[src/hdl/crgh_pkg.sv]
// Shared types, constants and helpers for the Catmull-Rom grid height lookup.
// No dependencies; every other file imports this package.
package crgh_pkg;

   localparam int MAX_X_POINTS = 64;
   localparam int MAX_Y_POINTS = 64;
   localparam int PT_DEPTH = (MAX_X_POINTS > MAX_Y_POINTS) ? MAX_X_POINTS : MAX_Y_POINTS;
   localparam int PT_IDX_W = $clog2(PT_DEPTH);
   localparam int CNT_W = $clog2(PT_DEPTH + 1);

   localparam int HT_DEPTH = 4096;
   localparam int HT_ADDR_W = 12;

   localparam int Q_W = 32;
   localparam int OFF_W = Q_W + 1;
   localparam int SP_W = 31;
   localparam int FRAC_W = 16;
   localparam int ONE_Q16 = 65536;
   localparam int QB_W = FRAC_W + 2;
   localparam int S_W = 19;
   localparam int S_LIMIT = 3 * ONE_Q16;
   localparam int S2_W = 21;
   localparam int S3_W = 24;
   localparam int WM_W = S2_W + S_W;
   localparam int W_W = 26;
   localparam int P_W = 43;
   localparam int PR_W = W_W + Q_W + 1;
   localparam int ACC_W = 72;
   localparam int ADDR_W = 4;

   typedef enum logic [1:0] {
      OP_WR_X  = 2'd0,
      OP_WR_Y  = 2'd1,
      OP_WR_H  = 2'd2,
      OP_QUERY = 2'd3
   } op_type;

   localparam logic [1:0] REG_X_COUNT   = 2'd0;
   localparam logic [1:0] REG_Y_COUNT   = 2'd1;
   localparam logic [1:0] REG_X_SPACING = 2'd2;
   localparam logic [1:0] REG_Y_SPACING = 2'd3;

   typedef struct packed {
      op_type                  op;
      logic                    drop;
      logic [HT_ADDR_W-1:0]    index;
      logic signed [Q_W-1:0]   value;
      logic signed [Q_W-1:0]   qx;
      logic signed [Q_W-1:0]   qy;
   } item_type;

   typedef struct packed {
      logic [CNT_W-1:0] xn;
      logic [CNT_W-1:0] yn;
      logic [SP_W-1:0]  x_spacing;
      logic [SP_W-1:0]  y_spacing;
   } cfg_type;

   function automatic logic [CNT_W-1:0] eff_count(logic [6:0] c, int maxc);
      logic [CNT_W-1:0] r;
      if (int'(c) < 2) r = CNT_W'(2);
      else if (int'(c) > maxc) r = CNT_W'(maxc);
      else r = CNT_W'(c);
      return r;
   endfunction

endpackage

[src/hdl/crgh_if.sv]
// Request and response channel interfaces of the grid height lookup.
// Depends on crgh_pkg.
interface crgh_req_if import crgh_pkg::*; ();
   logic                  valid;
   logic                  ready;
   logic [1:0]            op;
   logic [HT_ADDR_W-1:0]  index;
   logic signed [Q_W-1:0] value;
   logic signed [Q_W-1:0] query_x;
   logic signed [Q_W-1:0] query_y;
   modport source(output valid, op, index, value, query_x, query_y, input ready);
   modport sink(input valid, op, index, value, query_x, query_y, output ready);
endinterface


[src/hdl/crgh_front.sv]
// Front end: takes request beats, classifies them and holds them in a two-entry queue.
// Depends on crgh_pkg and crgh_if.
module crgh_front import crgh_pkg::*; (
   input  logic     clock,
   input  logic     reset,
   crgh_req_if.sink req,
   output item_type q_item,
   output logic     q_valid,
   input  logic     q_pop
);
   item_type   slot_ff [2];
   logic       wr_ptr_ff, rd_ptr_ff;
   logic [1:0] count_ff;
   item_type   item_in;
   logic       push, pop;

   always_comb begin
      item_in.op    = op_type'(req.op);
      item_in.index = req.index;
      item_in.value = req.value;
      item_in.qx    = req.query_x;
      item_in.qy    = req.query_y;
      unique case (op_type'(req.op))
         OP_WR_X: item_in.drop = int'(req.index) >= MAX_X_POINTS;
         OP_WR_Y: item_in.drop = int'(req.index) >= MAX_Y_POINTS;
         default: item_in.drop = 1'b0;
      endcase
   end

   assign req.ready = count_ff != 2'd2;
   assign push      = req.valid && req.ready;
   assign q_valid   = count_ff != 2'd0;
   assign pop       = q_pop && q_valid;
   assign q_item    = slot_ff[rd_ptr_ff];

   always_ff @(posedge clock) begin
      if (push) slot_ff[wr_ptr_ff] <= item_in;
   end

   always_ff @(posedge clock) begin
      if (reset) begin
         wr_ptr_ff <= 1'b0;
         rd_ptr_ff <= 1'b0;
         count_ff  <= 2'd0;
      end else begin
         if (push) wr_ptr_ff <= !wr_ptr_ff;
         if (pop) rd_ptr_ff <= !rd_ptr_ff;
         count_ff <= count_ff + {1'b0, push} - {1'b0, pop};
      end
   end
endmodule

[src/flat_wrapper.sv]
// flat-port wrapper written by rule: the top's interface ports become plain ports
module crgh_front_flat import crgh_pkg::*;
  (clock, reset, q_item, q_valid, q_pop, req_valid, req_op, req_index, req_value, req_query_x, req_query_y, req_ready);
  crgh_req_if req_i ();
  input  logic clock;
  input  logic reset;
  output item_type q_item;
  output logic q_valid;
  input  logic q_pop;
  input wire logic [$bits(req_i.valid)-1:0] req_valid;
  input wire logic [$bits(req_i.op)-1:0] req_op;
  input wire logic [$bits(req_i.index)-1:0] req_index;
  input wire logic [$bits(req_i.value)-1:0] req_value;
  input wire logic [$bits(req_i.query_x)-1:0] req_query_x;
  input wire logic [$bits(req_i.query_y)-1:0] req_query_y;
  output wire logic [$bits(req_i.ready)-1:0] req_ready;
  assign req_i.valid = req_valid;
  assign req_i.op = req_op;
  assign req_i.index = req_index;
  assign req_i.value = req_value;
  assign req_i.query_x = req_query_x;
  assign req_i.query_y = req_query_y;
  assign req_ready = req_i.ready;
  crgh_front u_core (.clock(clock), .reset(reset), .req(req_i), .q_item(q_item), .q_valid(q_valid), .q_pop(q_pop));
endmodule
[config.mk]
export PLATFORM = sky130hd
export DESIGN_NAME = crgh_front_flat
export DESIGN_NICKNAME = d
export VERILOG_FILES = /design/src/hdl/crgh_pkg.sv /design/src/hdl/crgh_if.sv /design/src/hdl/crgh_front.sv /design/src/flat_wrapper.sv
export SDC_FILE = /design/constraint.sdc
export NUM_CORES = 1
export LEC_CHECK = 0
export ABC_AREA = 1
export BUFFER_PORTS_ARGS = -buffer_cell sky130_fd_sc_hd__buf_4
export CORE_AREA = 4 4 160 162
export CTS_CLUSTER_SIZE = 16
export DETAILED_ROUTE_END_ITERATION = 7
export DIE_AREA = 0 0 164 166
export PLACE_DENSITY = 0.68
export SETUP_SLACK_MARGIN = 0.2
export SYNTH_ARGS = -nofsm -noshare
export SYNTH_HDL_FRONTEND = slang
export SYNTH_SLANG_ARGS = --single-unit
export TNS_END_PERCENT = 1
[constraint.sdc]
create_clock -name clock -period 9.1 [get_ports clock]
set_clock_uncertainty 0.15 [all_clocks]
set_input_delay 1.365 -clock clock [delete_from_list [all_inputs] [get_ports clock]]
set_output_delay 1.365 -clock clock [all_outputs]
set_load 0.01 [all_outputs]
Word-level counts from Yosys, hierarchy flattened
Memories as Yosys holds them, arrays and structs flattened. A register that Yosys moved wholly into a read port is not among the register bits.
Cells that the tools add are included.
Widths: inputs -> output; s select.
{ "word_totals": {"regBits": 4, "ramBits": 222, "in_bits": 114, "wordCells": 21, "n_memories": 1} }
{ "op_classes": {"addsub": 2, "order_cmp": 1, "eq_ne": 2, "mux": 5, "reduce_logical": 7} }
{ "mem_list": {"columns": ["name", "depth", "word_bits", "rd", "rd_ports_with_merged_regs", "wr", "line", "rtl"], "rows": [
  ["u_core.slot_ff", 2, 111, 1, 1, 1, "crgh_front.sv:11", "item_type slot_ff [2];"]
]} }
{ "ops": {"columns": ["op", "count"], "rows": [
  ["$ge 12x7->1 const B", 1],
  ["$mux 1", 5],
  ["$add 2x1->2", 1],
  ["$eq 2x1->1 const B", 1],
  ["$logic_and 1x1->1", 2],
  ["$logic_not 1->1", 2],
  ["$logic_not 2->1", 1],
  ["$ne 2x2->1 const B", 1],
  ["$reduce_bool 2->1", 1],
  ["$reduce_or 2->1", 1],
  ["$sub 2x1->2", 1]
]} }

Logic depth before layout (Yosys ltp)
Gate-level depths: netlist of the first run.
{ "logic_depth": {"ltp_word": 4, "ltp_mapped": 10, "mapped_depth_nobuf": 10} }

Worst setup path before layout of the first run
Ideal clock, no wire load.
{ "synth_path": {"path_type": "input -> register", "from": "in req_valid", "to": "mem u_core.slot_ff[0][0] in the netlist's numbering, enable pin", "arrival_time_ns": 6.049, "slack_ns": 2.319, "path_stages": 2, "cell_sequence": "nand2_1 nor2_1"} }
{ "synth_between": {"elab_chain_len": 3} }
{ "synth_rtl": {"columns": ["item", "line", "rtl"], "rows": [
  ["start: declaration", "flat_wrapper.sv:10", "input wire logic [$bits(req_i.valid)-1:0] req_valid;"],
  ["$logic_and 1x1->1", "crgh_front.sv:31", "assign push = req.valid && req.ready;"],
  ["$mux 1", "crgh_front.sv:37", "if (push) slot_ff[wr_ptr_ff] <= item_in;"],
  ["$mux 1 (not written as such)", "crgh_front.sv:37", null],
  ["end: declaration", "crgh_front.sv:11", null]
]} }
Every way passes these cells.

==> results of run 1 <==
## synth_stat cells
master	n
a21oi_1	2
nand2_1	9
ha_1	2
nor2_1	11
edfxtp_1	222
dfxtp_1	5
mux2_2	111
o21bai_1	1
inv_1	11
buf_6	10
nand3_1	3
or2_2	1
buf_2	2
## metal layers
metal | GRT usage | share of wire
met3 | 0.0357 | 0.077
met5 | 0 | 0
met2 | 0.220 | 0.53
met1 | 0.130 | 0.37
met4 | 0.0328 | 0.025
## per-stage QoR
step	setup slack (ns)	util	power [mW]	instance area (um^2)	std cells
after detailed placement	5.10	0.429	2.18	10300	931
after floorplan	2.32	-	1.84	8320	390
after CTS	4.85	0.460	3.11	11100	974
after global placement	5.17	0.429	2.15	10300	931
after global routing	4.75	0.460	3.21	11100	974
final	4.89	0.460	3.06	11100	974
## sequential cells by signal (all words and copies together) (netlist names), named ones only
name              cells
u_core.count_ff       2
u_core.rd_ptr_ff      1
u_core.slot_ff      222
u_core.wr_ptr_ff      1
## worst reg2reg max path: stages, from the launching register on
cell     delay [ns]
dfxtp_1        0.34
inv_1          0.08
nand2_1        0.15
nand2_1        0.13
nor2_4         0.86
buf_4          0.93
## final cells by class
| class | instances | area, um^2 |
|---|---|---|
| clock inverters | 14 | 131 |
| inverters | 11 | 43.8 |
| clock buffers | 29 | 619 |
| repair buffers | 229 | 1720 |
| multi-input cells | 140 | 1400 |
| flip-flops and latches | 227 | 6770 |
| well taps | 324 | 405 |
| fillers | 2093 | 13000 |
## cells by family (layout without fill, tap and decap cells)
kind of cell    after synthesis  in the layout  share of synthesized area
fa+ha+maj                     2              2                    0.00301
compound gates                3              3                    0.00211
buf+inv                      23            283                     0.0197
simple gates                 24             24                     0.0116
mux                         111            111                      0.150
flops                       227            227                      0.813
## worst paths after layout
kind / depth (start not counted) / to / startpoint
max: 3 / q_item[42] / flop
min: 2 / u_core.rd_ptr_ff$_SDFFE_PP0P_ / u_core.rd_ptr_ff$_SDFFE_PP0P_
max reg2reg: 5 / u_core.slot_ff[0][62]$_DFFE_PP_ / u_core.count_ff[0]$_SDFF_PP0_
min reg2reg: 2 / u_core.rd_ptr_ff$_SDFFE_PP0P_ / u_core.rd_ptr_ff$_SDFFE_PP0P_
## power by group
group	switching, mW	internal (mW)	leakage (nW)
logic	0.368	0.382	1.63
clock network	0.377	0.541	0.365
registers	0.0506	1.34	2.11
==> tab_implementation.tex, run 1 <==
\begin{tabular}{lr}
\hline
Metric & Value \\
\hline
\multicolumn{2}{l}{\textbf{Synthesis}} \\
Warnings from Yosys & 0 \\
Synth top area cells & edfxtp\_1 (80\%), mux2\_2 (15\%), buf\_6 (1.4\%), dfxtp\_1 (1.2\%), inv\_1 (0.50\%) \\
Top-area cell type share of the netlist area & 0.801 \\
Share of synthesized area occupied by flip-flops and latches & 0.813 \\
Synth Instances & 390 \\
Mean cell area of the mapped netlist & about 21 um\^{}2 \\
Synthesized flop and latch total & 227 \\
Syn Std Cell Area & 8320 um\^{}2 \\
Cell type contributing the most total cell area after synthesis & edfxtp\_1 \\
Net count after synthesis & 506 \\
Count of different cell masters after synthesis & 13 \\
\multicolumn{2}{l}{\textbf{STA}} \\
Sum of negative setup slack & 0 ns \\
Final-report hold violation count & 0 \\
Max-slew headroom at the worst pin & 0.247 \\
Number of pins exceeding their max-slew limit in the final report & 0 \\
Number of setup violations in the final report & 0 \\
Transition time of the tightest slew-check pin & 1.13 ns \\
Crit share post-route & 0.462 \\
Setup repair after global routing missed its margin & false \\
Highest clock frequency the design can meet & 238 MHz \\
Tightest hold margin & 0.388 ns \\
Final period demand of the worst path & roughly 4.2 ns \\
\multicolumn{2}{l}{\textbf{CTS}} \\
Sinks on the clock net & between 200 and 250 \\
Clock-pin transition on the worst setup and hold timing paths & approximately 0.060 ns \\
Number of buffers created by CTS & 24 \\
Clock Tree Buf Depth & 3 \\
TritonCTS clock tree & yes \\
Clock Tree Root & clkbuf\_16 \\
Number of hold-repair buffers added at the cts stage & 0 \\
Clock network latency to the later pin of the worst-skew pair & 0.51 ns \\
CTS HTree Levels & 1 \\
Number of buffers added for setup after CTS & 0 \\
Number of instances resized during post-cts repair & 0 \\
\multicolumn{2}{l}{\textbf{Worst setup path}} \\
Cells along the critical path & buf\_4 > mux2\_2 > buf\_4 \\
Cell type with the highest occurrence count on the critical path & buf\_4 \\
Crit-path max FO & 81 \\
Sum of buffers and inverters on the critical path & 2 \\
Slowest stage delay, CP & 0.86 ns \\
CP max stage cell & buf\_4 \\
Arrival time of the worst setup path & 2.69 ns \\
Path type of the worst setup path & flop to output port \\
Critical path endpoint category & output port \\
Crit path required time & 7.59 ns \\
Crit path max-delay family & buffers and inverters \\
Worst setup slack for register-to-register paths & about 6 ns \\
Kind of start point of the critical path & flop \\
\multicolumn{2}{l}{\textbf{GRT}} \\
Total gr overflow & 0 \\
Via count of the first global-routing pass & 4820 \\
Antenna violations before repair & 0 \\
Total routing resource utilization after global routing & 0.119 \\
Wire length of the first global-routing pass & 25700 um \\
Largest net degree at the start of global routing & 82 \\
\multicolumn{2}{l}{\textbf{Floorplan}} \\
Floorplan die area & 27200 um\^{}2 \\
Initial Util & 0.345 \\
Top-level I/O count & between 200 and 250 \\
Die W & 164 um \\
\# rows & 57 \\
Die height & approximately 170 um \\
Core Footprint & between 20000 and 25000 um\^{}2 \\
\multicolumn{2}{l}{\textbf{Route}} \\
Final wirelength & 17000 um \\
Drt initial violations & about 200 \\
Vias after detailed routing & $\sim$4300 \\
Remaining DRCs & 0 \\
Routed WL per cell & roughly 17 um \\
Remaining number of nets flagged by the antenna check after routing & 0 \\
Number of detailed-route iterations in the first pass & 5 \\
Detailed-route vias per instance & 4.36 \\
\multicolumn{2}{l}{\textbf{Job}} \\
Max capacitance violation total & 0 \\
\multicolumn{2}{l}{\textbf{Placed design}} \\
Count of buffers inserted at the top-level ports & 226 \\
Routability congestion estimate & approximately 0.74 \\
HPWL Detailed & about 11000 um \\
\multicolumn{2}{l}{\textbf{Power}} \\
Peak supply drop & approximately 0.00021 V \\
Leak pwr & just over 4 nW \\
Power Dens Cells & around 280 nW/um\^{}2 \\
\multicolumn{2}{l}{\textbf{Final layout}} \\
Most common cell after layout, fill and taps aside & buf\_4 \\
Syn-to-layout area delta & 33.3\% \\
Total Nets Final & 749 \\
N\_diodes & 0 \\
Commonest cells after routing, fill and taps aside & buf\_4 (229), edfxtp\_1 (222), mux2\_2 (111) \\
Layout cell share with drive strength beyond 1 & 0.580 \\
\multicolumn{2}{l}{\textbf{Hold path}} \\
Class of the most critical hold timing path & flop to flop \\
\multicolumn{2}{l}{\textbf{Status}} \\
Status & complete, no violations \\
\hline
\end{tabular}
Power figures use the tool's default switching activity.
==> run 2, diff against run 1 <==
--- a/config.mk
+++ b/config.mk
@@ -11,7 +11,7 @@
 export CTS_CLUSTER_SIZE = 16
 export DETAILED_ROUTE_END_ITERATION = 7
 export DIE_AREA = 0 0 164 166
-export PLACE_DENSITY = 0.68
+export PLACE_DENSITY = 0.7
 export SETUP_SLACK_MARGIN = 0.2
 export SYNTH_ARGS = -nofsm -noshare
 export SYNTH_HDL_FRONTEND = slang
==> constraint.sdc (replaced) <==
create_clock -name clock -period 3.55 [get_ports clock]
set_clock_uncertainty 0.15 [all_clocks]
set_input_delay 0.5325 -clock clock [delete_from_list [all_inputs] [get_ports clock]]
set_output_delay 0.5325 -clock clock [all_outputs]
set_load 0.01 [all_outputs]
==> tab_implementation.tex, run 2 (same netlist as run 1, synthesis figures left out) <==
\begin{tabular}{lr}
\hline
Metric & Value \\
\hline
\multicolumn{2}{l}{\textbf{Status}} \\
Status & complete, no violations \\
\multicolumn{2}{l}{\textbf{Worst setup path}} \\
Cells along the critical path & buf\_4 > mux2\_2 > buf\_4 \\
Arrival time of the worst setup path & 2.03 ns \\
Path type of the worst setup path & flop to output port \\
Crit path required time & 2.87 ns \\
CP max stage cell & buf\_4 \\
Crit-path max FO & 49 \\
Cell type with the highest occurrence count on the critical path & buf\_4 \\
Critical path endpoint category & output port \\
Kind of start point of the critical path & flop \\
Slowest stage delay, CP & slightly above 0.5 ns \\
\multicolumn{2}{l}{\textbf{Hold path}} \\
Class of the most critical hold timing path & input pin to flop \\
\multicolumn{2}{l}{\textbf{Power}} \\
Power Dens Cells & approximately 700 nW/um\^{}2 \\
Leak pwr & 4.16 nW \\
Total power draw & between 8 and 9 mW \\
Peak supply drop & 0.000446 V \\
\multicolumn{2}{l}{\textbf{GRT}} \\
Total routing resource utilization after global routing & 0.115 \\
Total gr overflow & 0 \\
Wire length of the first global-routing pass & 24800 um \\
Largest net degree at the start of global routing & between 60 and 70 \\
Antenna violations before repair & 0 \\
Via count of the first global-routing pass & 4619 \\
\multicolumn{2}{l}{\textbf{Route}} \\
Remaining number of nets flagged by the antenna check after routing & 0 \\
Drt initial violations & 199 \\
Routed WL per cell & 16.8 um \\
Remaining DRCs & 0 \\
Number of detailed-route iterations in the first pass & 4 \\
Final wirelength & 16500 um \\
Detailed-route vias per instance & 4.40 \\
Vias after detailed routing & 4300 \\
\multicolumn{2}{l}{\textbf{Final layout}} \\
Filler-free cell count of the finished design & approximately 980 \\
Most common cell after layout, fill and taps aside & buf\_4 \\
N\_diodes & 0 \\
Commonest cells after routing, fill and taps aside & buf\_4 (230), edfxtp\_1 (222), mux2\_2 (111) \\
Register bank with the most flops & u\_core.slot\_ff \\
Share of the core filled with cells & 0.465 \\
Layout cell share with drive strength beyond 1 & 0.581 \\
Syn-to-layout area delta & 34.7\% \\
Total Nets Final & 753 \\
Flip-flop count of the largest register, all copies and words added & 222 \\
Registers with the most flip-flops & u\_core.slot\_ff: 222 flops, u\_core.count\_ff: 2 flops \\
\multicolumn{2}{l}{\textbf{CTS}} \\
Number of buffers added for setup after CTS & 0 \\
CTS HTree Levels & 1 \\
Number of instances resized during post-cts repair & 0 \\
Clock Tree Root & clkbuf\_16 \\
Number of buffers created by CTS & 25 \\
Clock Tree Buf Depth & 3 \\
TritonCTS clock tree & yes \\
Number of hold-repair buffers added at the cts stage & 0 \\
Clock-pin transition on the worst setup and hold timing paths & 0.06 ns \\
Clock network latency to the later pin of the worst-skew pair & 0.50 ns \\
Sinks on the clock net & 227 \\
\multicolumn{2}{l}{\textbf{STA}} \\
Crit share post-route & 0.765 \\
Transition time of the tightest slew-check pin & 0.871 ns \\
Number of pins exceeding their max-slew limit in the final report & 0 \\
Final period demand of the worst path & approximately 2.7 ns \\
Max-slew headroom at the worst pin & 0.420 \\
Setup repair after global routing missed its margin & false \\
Sum of negative setup slack & 0 ns \\
Number of setup violations in the final report & 0 \\
Final-report hold violation count & 0 \\
Highest clock frequency the design can meet & about 370 MHz \\
\multicolumn{2}{l}{\textbf{Placed design}} \\
Routability congestion estimate & a little under 0.7 \\
HPWL Detailed & between 10000 and 15000 um \\
Count of buffers inserted at the top-level ports & 226 \\
Placed cell count & 934 \\
\multicolumn{2}{l}{\textbf{Floorplan}} \\
Initial Util & 0.345 \\
Core Footprint & 24100 um\^{}2 \\
\# rows & 57 \\
Floorplan die area & 27200 um\^{}2 \\
Die W & about 160 um \\
Top-level I/O count & 227 \\
Die height & around 170 um \\
\multicolumn{2}{l}{\textbf{Job}} \\
Max capacitance violation total & 0 \\
\hline
\end{tabular}
-- run 2: cell count changes in the layout (fill, tap and decap cells not counted), sizes merged --
cell    change
clkinv      -8
clkbuf      +8
buf         +3
bufinv      +1
-- run 2: final timing paths --
path,start,end,slack (ns),cells past startpoint
hold reg to reg,u_core.rd_ptr_ff$_SDFFE_PP0P_,u_core.rd_ptr_ff$_SDFFE_PP0P_,0.35,2
hold / removal,reset,u_core.count_ff[0]$_SDFF_PP0_,0.04,2
setup / recovery,flop,q_item[109],0.84,3
setup reg to reg,u_core.count_ff[0]$_SDFF_PP0_,u_core.slot_ff[1][90]$_DFFE_PP_,1.47,5
-- run 2: power by group --
| part | internal, mW | switching, mW | leakage (nW) |
|---|---|---|---|
| clock network | 1.59 | 0.951 | 0.394 |
| registers | 3.43 | 0.0863 | 2.11 |
| logic | 0.998 | 0.985 | 1.65 |
| total | 6.02 | 2.02 | 4.16 |
-- run 2: metal layers --
metal  vias to the layer above  global-route usage  wire length [um]
met5                         -                   0                 0
met4                         0              0.0263               354
met3                        26              0.0424              1540
met2                       164               0.203              8250
met1                      2096               0.133              6320
li1                       2014                   -                 -
-- run 2: critical path: cells and delay by family (launching register included) --
kind                   cells  cell delay [ns]
buffers and inverters      2             0.67
multiplexers               1             0.44
flip-flops                 1             0.36
-- run 2: per-stage QoR --
step                      hold slack (ns)  setup slack, ns  cell area (um^2)
after CTS                          0.0102            0.795             11200
final                              0.0396            0.835             11200
after global routing              0.00604            0.744             11200
after global placement              0.336             1.34             10400
after floorplan                     0.317            0.150              8330
after detailed placement            0.347             1.33             10400
-- run 2: layout make-up --
type	count	area (um^2)
clock buffer	37	711
sequential	227	6770
tap	324	405
fill	2136	12900
timing repair buffer	232	1770
multi-input combinational	140	1400
inverter	11	43.8
clock inverter	7	109
==> run 3, diff against run 2 <==
==> constraint.sdc (replaced) <==
create_clock -name clock -period 2.2 [get_ports clock]
set_clock_uncertainty 0.15 [all_clocks]
set_input_delay 0.33 -clock clock [delete_from_list [all_inputs] [get_ports clock]]
set_output_delay 0.33 -clock clock [all_outputs]
set_load 0.01 [all_outputs]
==> tab_implementation.tex, run 3 (same netlist as run 1, synthesis figures left out) <==
\begin{tabular}{lr}
\hline
Metric & Value \\
\hline
\multicolumn{2}{l}{\textbf{Final layout}} \\
Commonest cells after routing, fill and taps aside & edfxtp\_1 (222), buf\_4 (172), dlygate4sd3\_1 (113) \\
Register bank with the most flops & u\_core.slot\_ff \\
Syn-to-layout area delta & 57.8\% \\
Area used by sequential logic in the layout & 6770 um\^{}2 \\
Final-layout fill cell count & 1867 \\
Layout cell share with drive strength beyond 1 & 0.516 \\
Multi-input combinational cell area & 1630 um\^{}2 \\
Flip-flop count of the largest register, all copies and words added & 222 \\
Cell area after layout & around 13000 um\^{}2 \\
Registers with the most flip-flops & u\_core.slot\_ff: 222 flops, u\_core.count\_ff: 2 flops \\
Total Nets Final & 884 \\
Most common cell after layout, fill and taps aside & edfxtp\_1 \\
\multicolumn{2}{l}{\textbf{Power}} \\
Leak pwr & $\sim$5 nW \\
Total power draw & around 14 mW \\
Power Dens Cells & between 1000 and 1500 nW/um\^{}2 \\
Peak supply drop & roughly 0.00063 V \\
\multicolumn{2}{l}{\textbf{Route}} \\
Remaining DRCs & 0 \\
Final wirelength & 20500 um \\
Number of detailed-route iterations in the first pass & 4 \\
Vias after detailed routing & between 4000 and 5000 \\
Drt initial violations & 259 \\
Routed WL per cell & 18.5 um \\
Detailed-route vias per instance & 4.44 \\
Remaining number of nets flagged by the antenna check after routing & 0 \\
\multicolumn{2}{l}{\textbf{STA}} \\
Max-slew headroom at the worst pin & 0.768 \\
Crit share post-route & 1.01 \\
Final-report hold violation count & 0 \\
Number of setup violations in the final report & 7 \\
Sum of negative setup slack & -0.0997 ns \\
Setup repair after global routing missed its margin & true \\
Min setup slack post-route & -0.0239 ns \\
Transition time of the tightest slew-check pin & 0.348 ns \\
Highest clock frequency the design can meet & 450 MHz \\
Number of pins exceeding their max-slew limit in the final report & 0 \\
Final period demand of the worst path & approximately 2.2 ns \\
\multicolumn{2}{l}{\textbf{Placed design}} \\
Post-detailed-placement cell area & between 10000 and 15000 um\^{}2 \\
Count of buffers inserted at the top-level ports & 226 \\
HPWL Detailed & 11200 um \\
Routability congestion estimate & between 0.6 and 0.7 \\
\multicolumn{2}{l}{\textbf{Worst setup path}} \\
Critical path endpoint category & output port \\
Worst R2R Start & u\_core.count\_ff[1]\$\_SDFF\_PP0\_ \\
Path type of the worst setup path & flop to output port \\
Crit path required time & approximately 1.7 ns \\
Worst setup slack for register-to-register paths & 0.63 ns \\
Kind of start point of the critical path & flop \\
Reg-to-reg endpoint & u\_core.count\_ff[1]\$\_SDFF\_PP0\_ \\
Arrival time of the worst setup path & 1.74 ns \\
R2R depth & 10 \\
Crit-path max FO & 11 \\
\multicolumn{2}{l}{\textbf{CTS}} \\
Clock network latency to the later pin of the worst-skew pair & 0.50 ns \\
TritonCTS clock tree & yes \\
Clock Tree Root & clkbuf\_16 \\
CTS HTree Levels & 1 \\
Number of buffers created by CTS & 24 \\
Clock-pin transition on the worst setup and hold timing paths & 0.06 ns \\
Sinks on the clock net & 227 \\
Clock Tree Buf Depth & 3 \\
\multicolumn{2}{l}{\textbf{Hold path}} \\
Class of the most critical hold timing path & input pin to flop \\
Cells on Worst Hold Path & 3 \\
Worst min-delay path endpoint & u\_core.count\_ff[0]\$\_SDFF\_PP0\_ \\
Hold path startpoint & reset \\
\multicolumn{2}{l}{\textbf{GRT}} \\
Largest net degree at the start of global routing & 58 \\
Via count of the first global-routing pass & about 5200 \\
Total routing resource utilization after global routing & 0.128 \\
Wire length of the first global-routing pass & 27900 um \\
Antenna violations before repair & 2 \\
Total gr overflow & 0 \\
\multicolumn{2}{l}{\textbf{Status}} \\
Status & complete, but fails checks \\
Violated checks & negative setup slack \\
\multicolumn{2}{l}{\textbf{Floorplan}} \\
Initial Util & 0.345 \\
Floorplan die area & 27200 um\^{}2 \\
Core Footprint & around 24000 um\^{}2 \\
Top-level I/O count & between 200 and 250 \\
Die height & 166 um \\
\# rows & 57 \\
Die W & 164 um \\
\multicolumn{2}{l}{\textbf{Job}} \\
Max capacitance violation total & 0 \\
\hline
\end{tabular}
-- run 3: cell types whose count changed in the layout (fill, tap and decap cells not counted), moves of 4 or more --
cell,change
buf_12,+7
buf_4,-58
buf_6,+59
clkbuf_1,-5
clkbuf_16,+6
clkbuf_8,-4
clkinv_2,+6
dlygate4sd3_1,+113
mux2_2,-56
mux2_4,+56
-- run 3: report_power, final --
part           internal (mW)  switching [mW]  total, mW
Clock                   2.23            1.60       3.83
Sequential              5.53           0.184       5.72
Combinational           2.53            1.94       4.47
-- run 3: worst max path at each step --
stage	end	slack (ns)	cells past startpoint
5_1_grt	q_item[25]	-0.08	4
2_1_floorplan	u_core.slot_ff[0][0]$_DFFE_PP_	-0.54	4
3_5_place_dp	q_item[86]	0.31	3
3_3_place_gp	q_item[86]	0.30	3
4_1_cts	q_item[86]	-0.08	3
6_report	q_item[25]	-0.02	4
-- run 3: layer usage --
metal | GRT usage | vias to the layer above | wire length [um]
met2 | 0.228 | 192 | 10900
met3 | 0.0340 | 37 | 1340
li1 | - | 2283 | -
met5 | 0 | - | 0
met1 | 0.152 | 2420 | 7770
met4 | 0.0365 | 0 | 561
-- run 3: area by class of cell --
| class | count | area share |
|---|---|---|
| Clock buffer | 27 | 0.0466 |
| Antenna cell | 2 | 0.000381 |
| Inverter | 11 | 0.00343 |
| Timing Repair Buffer | 364 | 0.269 |
| Clock inverter | 16 | 0.0104 |
| Sequential cell | 227 | 0.516 |
| Tap cell | 324 | 0.0309 |
| Multi-Input combinational cell | 140 | 0.124 |
-- run 3: timing repair --
item | 4_1_cts | 5_1_grt
buffers inserted | 2 | 3
hold endpoints to repair | 225 | 0
hold buffers | 113 | 0
gates resized for setup | 1 | 123
cloned | 0 | 13
endpoints found under the setup margin | 111 | 111
-- run 3: worst max-delay path, cell delays in order (launching register included) --
cell	delay (ns)
dfxtp_4	0.41
buf_12	0.16
buf_12	0.16
mux2_2	0.35
buf_4	0.15
-- run 3: stage by stage --
step	hold slack, ns	setup WS, ns	utilization	instances
global route	0.374	-0.0795	0.544	1109
detailed placement	0.347	0.306	0.434	935
global placement	0.337	0.299	0.434	935
floorplan	0.244	-0.535	-	390
CTS	0.345	-0.0834	0.513	1093
finish	0.364	-0.0239	0.545	1111
